### config.mk
export PLATFORM = sky130hd
export DESIGN_NAME = rbgr_relax
export DESIGN_NICKNAME = d
export VERILOG_FILES = /design/src/rbgr_pkg.sv /design/src/rbgr_relax.sv
export SDC_FILE = /design/constraint.sdc
export NUM_CORES = 2
export LEC_CHECK = 0
export ABC_AREA = 1
export BUFFER_PORTS_ARGS = -buffer_cell sky130_fd_sc_hd__buf_4
export CORE_ASPECT_RATIO = 0.5
export CORE_MARGIN = 3
export CORE_UTILIZATION = 25
export CTS_BUF_LIST = sky130_fd_sc_hd__clkbuf_8
export DETAILED_ROUTE_END_ITERATION = 10
export SYNTH_ARGS = -nofsm -noshare
export SYNTH_HDL_FRONTEND = slang
export SYNTH_SLANG_ARGS = --single-unit
### constraint.sdc
create_clock -name clk -period 27.5 [get_ports clk]
set_clock_uncertainty 0.05 [all_clocks]
set_input_delay 1.375 -clock clk [delete_from_list [all_inputs] [get_ports clk]]
set_output_delay 1.375 -clock clk [all_outputs]
set_load 0.02 [all_outputs]
### src/rbgr_pkg.sv
// Shared types and constants for the red-black grid relaxation unit.
// No dependencies; rbgr_relax and the top-level unit import this package.
package rbgr_pkg;

    localparam int DEF_MAX_SIDE  = 64;
    localparam int DEF_FRAC_BITS = 16;

    // Item kinds.
    localparam logic [1:0] KIND_LOAD = 2'd0;
    localparam logic [1:0] KIND_READ = 2'd1;
    localparam logic [1:0] KIND_RUN  = 2'd2;

    // Result status codes.
    localparam logic [1:0] STAT_LOADED  = 2'd0;
    localparam logic [1:0] STAT_READ    = 2'd1;
    localparam logic [1:0] STAT_DONE    = 2'd2;
    localparam logic [1:0] STAT_IGNORED = 2'd3;

    // Boundary modes.
    localparam logic [1:0] BMODE_XWALL = 2'd1;
    localparam logic [1:0] BMODE_YWALL = 2'd2;

    // Configuration register indexes.
    localparam logic [2:0] CFG_GRID_SIDE     = 3'd0;
    localparam logic [2:0] CFG_SWEEP_COUNT   = 3'd1;
    localparam logic [2:0] CFG_BOUNDARY_MODE = 3'd2;
    localparam logic [2:0] CFG_COUPLING      = 3'd3;
    localparam logic [2:0] CFG_INV_CENTER    = 3'd4;

    // Configuration reset values.
    localparam logic [6:0]  RST_GRID_SIDE     = 7'd64;
    localparam logic [6:0]  RST_SWEEP_COUNT   = 7'd20;
    localparam logic [1:0]  RST_BOUNDARY_MODE = 2'd0;
    localparam logic [30:0] RST_COUPLING      = 31'd0;
    localparam logic [16:0] RST_INV_CENTER    = 17'd65536;

    typedef enum logic [4:0] {
        ST_CLEAR,
        ST_IDLE,
        ST_READ,
        ST_RUN_DONE,
        ST_CELL_RD,
        ST_CELL_N0,
        ST_CELL_N1,
        ST_CELL_N2,
        ST_CELL_N3,
        ST_CELL_WAIT,
        ST_EDGE_RD,
        ST_EDGE_WR,
        ST_CORN_A,
        ST_CORN_B,
        ST_CORN_WR,
        ST_ZERO_RD,
        ST_ZERO_WR
    } rbgr_state_t;

    typedef enum logic [2:0] {
        RX_IDLE,
        RX_MUL_LO,
        RX_MUL_HI,
        RX_TERM,
        RX_TOTAL,
        RX_MUL2_LO,
        RX_MUL2_HI,
        RX_RESULT
    } rbgr_rx_state_t;

    typedef struct packed {
        logic               start;
        logic signed [34:0] sum;
        logic signed [31:0] src;
    } relax_req_t;

    typedef struct packed {
        logic               done;
        logic signed [31:0] value;
    } relax_rsp_t;

endpackage

### src/rbgr_relax.sv
// Shared-multiplier datapath that computes one relaxed cell value.
// Depends on rbgr_pkg for the request/response structs and state enum.
module rbgr_relax
    import rbgr_pkg::*;
#(
    parameter int FRAC_BITS = DEF_FRAC_BITS
)
(
    input  logic        clk,
    input  logic        rst_n,
    input  logic [30:0] coupling,
    input  logic [16:0] inv_center,
    input  relax_req_t  req,
    output relax_rsp_t  rsp
);

    localparam logic [62:0] FRAC_MASK = 63'((64'd1 << FRAC_BITS) - 64'd1);
    localparam logic [64:0] POS45_MAX = 65'h1FFF_FFFF_FFFF;
    localparam logic [64:0] NEG45_MAG = 65'h2000_0000_0000;
    localparam logic [64:0] POS31_MAX = 65'h7FFF_FFFF;
    localparam logic [64:0] NEG31_MAG = 65'h8000_0000;
    localparam logic signed [47:0] TOT_MAX = 48'sh1FFF_FFFF_FFFF;
    localparam logic signed [47:0] TOT_MIN = -48'sh2000_0000_0000;

    rbgr_rx_state_t     state_reg, state_next;
    logic [33:0]        mag_reg, mag_next;
    logic               neg_reg, neg_next;
    logic signed [31:0] src_reg, src_next;
    logic [62:0]        prod_reg;
    logic [62:0]        plo_reg, plo_next;
    logic signed [46:0] term_reg, term_next;
    logic [45:0]        tmag_reg, tmag_next;
    logic               tneg_reg, tneg_next;

    logic [30:0]        mul_a;
    logic [31:0]        mul_b;
    logic [64:0]        p_full;
    logic [64:0]        q;
    logic [64:0]        qc;
    logic signed [47:0] tot;
    logic signed [47:0] tot_c;

    // The full product is hi << 32 plus lo; the quotient is floored, and for
    // negative operands the magnitude is rounded up instead.
    assign p_full = {prod_reg[32:0], 32'b0} + {2'b0, plo_reg};
    assign q      = p_full >> FRAC_BITS;
    assign qc     = q + 65'(|(plo_reg & FRAC_MASK));
    assign tot    = {{16{src_reg[31]}}, src_reg} + {term_reg[46], term_reg};

    always_comb
    begin
        state_next = state_reg;
        mag_next   = mag_reg;
        neg_next   = neg_reg;
        src_next   = src_reg;
        plo_next   = plo_reg;
        term_next  = term_reg;
        tmag_next  = tmag_reg;
        tneg_next  = tneg_reg;
        mul_a      = coupling;
        mul_b      = mag_reg[31:0];
        rsp.done   = 1'b0;
        rsp.value  = '0;
        tot_c      = tot;
        unique case (state_reg)
            RX_IDLE:
            begin
                if (req.start)
                begin
                    neg_next   = req.sum[34];
                    mag_next   = req.sum[34] ? 34'(-req.sum) : 34'(req.sum);
                    src_next   = req.src;
                    state_next = RX_MUL_LO;
                end
            end
            RX_MUL_LO:
            begin
                state_next = RX_MUL_HI;
            end
            RX_MUL_HI:
            begin
                mul_b      = {30'b0, mag_reg[33:32]};
                plo_next   = prod_reg;
                state_next = RX_TERM;
            end
            RX_TERM:
            begin
                if (neg_reg)
                    term_next = (qc > NEG45_MAG) ? -47'sh2000_0000_0000 : -(47'(qc));
                else
                    term_next = (q > POS45_MAX) ? 47'sh1FFF_FFFF_FFFF : 47'(q);
                state_next = RX_TOTAL;
            end
            RX_TOTAL:
            begin
                if (tot > TOT_MAX)
                    tot_c = TOT_MAX;
                else if (tot < TOT_MIN)
                    tot_c = TOT_MIN;
                tneg_next  = tot_c[47];
                tmag_next  = tot_c[47] ? 46'(-tot_c) : 46'(tot_c);
                state_next = RX_MUL2_LO;
            end
            RX_MUL2_LO:
            begin
                mul_a      = {14'b0, inv_center};
                mul_b      = tmag_reg[31:0];
                state_next = RX_MUL2_HI;
            end
            RX_MUL2_HI:
            begin
                mul_a      = {14'b0, inv_center};
                mul_b      = {18'b0, tmag_reg[45:32]};
                plo_next   = prod_reg;
                state_next = RX_RESULT;
            end
            RX_RESULT:
            begin
                rsp.done = 1'b1;
                if (tneg_reg)
                    rsp.value = (qc > NEG31_MAG) ? 32'sh8000_0000 : -(32'(qc));
                else
                    rsp.value = (q > POS31_MAX) ? 32'sh7FFF_FFFF : 32'(q);
                state_next = RX_IDLE;
            end
            default:
            begin
                state_next = RX_IDLE;
            end
        endcase
    end

    always_ff @(posedge clk or negedge rst_n)
    begin
        if (!rst_n)
            state_reg <= RX_IDLE;
        else
            state_reg <= state_next;
    end

    always_ff @(posedge clk)
    begin
        prod_reg <= {32'b0, mul_a} * {31'b0, mul_b};
        mag_reg  <= mag_next;
        neg_reg  <= neg_next;
        src_reg  <= src_next;
        plo_reg  <= plo_next;
        term_reg <= term_next;
        tmag_reg <= tmag_next;
        tneg_reg <= tneg_next;
    end

endmodule

==> results.cfg <==
[critical_path]
worstPathMaxFanout = 36
endpoint_kind = flop
cp.buffers_inverters = 12
rrSetupSlack_ns = 15.41
critPathLaunchType = flop
worst-setup-path-type = reg -> reg
cpMaxStageDelayCell = clkinv_1
critPathMaxStageDelay_ns = 0.92
critPathRequiredTime_ns = 28.01
critical_path.top_delay_family = adder cells
crit_arrival_ns = 12.60
cpMostUsedCell = fa_1

[die]
start_util_pct = 25.3
io_pins = 151
fp.dieArea_um2 = 220000
std_cell_rows = 119
die_h_um = 333
die_w_um = 661
core_um2 = 212000

[synthesis]
syn_area_um2 = 53600
synth-seq-cells = 290
netlist.area_leader.share_pct = 32.4
synth_cells = 7035
post_synth.cell_area_avg_um2 = 7.62
ys_types = 66
synth_fp_nets = 8361
synth-edff-count = 224
async_reset_ff_share_pct = 1.03
synthTopCellsByArea = fa_1 (32%), edfxtp_1 (13%), nand2_1 (12%), inv_1 (10%), ha_1 (7.9%)
ys_seq_area_share_pct = 15.0
synthFlopType = edfxtp_1
synth_top_cell_by_area = fa_1
yosysWarnings = 0

[timing]
finalSetupTns_ns = 0
setup_viol = 0
worst_slack_ns = 15.41
hold_viol = 0
slew_violations = 0
rsz0062_at_grt = false
tightestPinTransition_ns = 1.24
slew_headroom_pct = 17.3
period_minus_slack_ns = 12.09
fin_crit_sh_pct = 44.0
max_freq_ghz = 0.0827

[finish]
fin_nets = 8447
seqCellArea_um2 = 8060
drive_gt1_share_pct = 7.21
multi_input_area_um2 = 39100
layout_commonest_cell = nand2_1
final_cell_mix = nand2_1 (1712), inv_1 (1488), fa_1 (868)
syn_to_final_growth_pct = 10.7
fin_util_pct = 28.0
finalNonFillerCells = 10000
fillCellCount = 23100

[clock_network]
clock_path_buffers = 3
tritoncts = done
cts.repair.resized = 0
postCtsSetupBuffers = 0
clk_pin_slew_ns = 0.07
htree_num_levels = 2
insertion_delay_ns = 0.72
cts.sinks = 290
cts_buffers = 51
cts_root_buf = clkbuf_8
postCtsHoldBufs = 0

[placed_design]
gp_congestion = 0.983
dp_slack_ns = 15.80
port-buffer-count = 150
place_hpwl_um = 157000
dpl.cell_count = 9911

[detailed_routing]
met3WireLength_um = 16200
wire_per_inst_um = 19.4
routed.top_layer = met4
dr.pass1.iters = 7
routed_wirelength_um = 194000
via_count = 47300
drc = 0
drt-met1-wl_um = 80400
first_iter_violations = 4240
dr_wl_met2_um = 88000
viasPerCell = 4.72
antenna_left = 0

[run_status]
status = completed

[global_route]
grt_pass1_wl_um = 293000
overflow = 0
antenna_found_initial = 5
grt_max_degree = 83
grt_usage_pct = 17.5
grt_pass1_vias = 47000

[flow_run]
drv_cap = 0

[hold_path]
min_path_type = reg -> reg
## Yosys cell counts, types with 6 or more instances
library cell	n
nand2_1	1712
nand4_1	60
a22o_1	13
buf_1	14
nor2_2	32
o31ai_1	6
nand3b_1	16
nand2_2	28
o21ai_2	30
nor3_1	46
o21ai_1	23
a21oi_1	215
or2_2	20
ha_1	340
a21o_1	13
nand3_1	296
nor2_1	818
inv_2	26
a31oi_1	23
buf_2	15
xor2_1	93
xnor2_1	45
buf_6	6
o21bai_1	11
nor2_4	13
clkbuf_1	156
o21ai_0	180
nand3_2	12
o21a_1	13
and2_1	6
nor4_1	20
o22ai_1	20
clkinv_1	29
edfxtp_1	224
dfxtp_1	63
inv_1	1478
fa_1	868
## cell families after synthesis
kind of cell | after synthesis | share of synthesized area, %
multiplexers | 1 | 0.0187
flip-flops | 290 | 15.0
buffers and inverters | 1731 | 12.3
AND/OR/NAND/NOR | 3098 | 23.9
XOR/XNOR | 140 | 2.32
adder cells (fa/ha/maj) | 1208 | 40.4
AO/OA/AOI/OAI | 567 | 6.02
## through the flow
stage	hold WS, ns	area (um2)
after CTS	0.318	59300
after detailed placement	0.339	58200
after floorplan	0.336	53600
after global routing	0.358	59300
after global placement	0.338	58200
final	0.347	59300
## worst paths after layout
| check | from | to | cells after the start |
|---|---|---|---|
| worst min register to register | prod_reg[43]$_DFF_P_ | plo_reg[43]$_DFFE_PP_ | 0 |
| worst max register to register | state_reg[2]$_DFFE_PN0P_ | prod_reg[48]$_DFF_P_ | 37 |
| min in group asynchronous | rst_n | state_reg[0]$_DFFE_PN0P_ | 1 |
| worst max-delay path | state_reg[2]$_DFFE_PN0P_ | prod_reg[48]$_DFF_P_ | 37 |
| max in group asynchronous | rst_n | state_reg[2]$_DFFE_PN0P_ | 1 |
| worst min-delay path | prod_reg[43]$_DFF_P_ | plo_reg[43]$_DFFE_PP_ | 0 |
## routing by layer
layer	GRT usage (%)	up-vias
met5	0	-
met2	28.0	2088
met3	2.98	404
met4	7.40	0
met1	23.2	23300
li1	-	21500
## worst register-to-register path, delay by kind of cell (launching register included)
family	cells	cell delay (ns)
compound gates	6	1.51
buf+inv	12	3.24
fa+ha+maj	9	4.50
simple gates	9	2.10
xor+xnor	1	0.13
flops	1	0.46
## final cells by class
| cell class | instances | area share (%) |
|---|---|---|
| diodes | 6 | 0.0253 |
| flip-flops and latches | 290 | 13.6 |
| clock buffers | 58 | 1.35 |
| clock inverters | 34 | 0.456 |
| well taps | 2843 | 6.00 |
| multi-input cells | 5014 | 66.0 |
| inverters | 1533 | 9.70 |
| repair buffers | 231 | 2.92 |
Power is left out: the tool's default activity adds up to more than one toggle a clock period on the data nets, which glitch-free logic cannot reach.
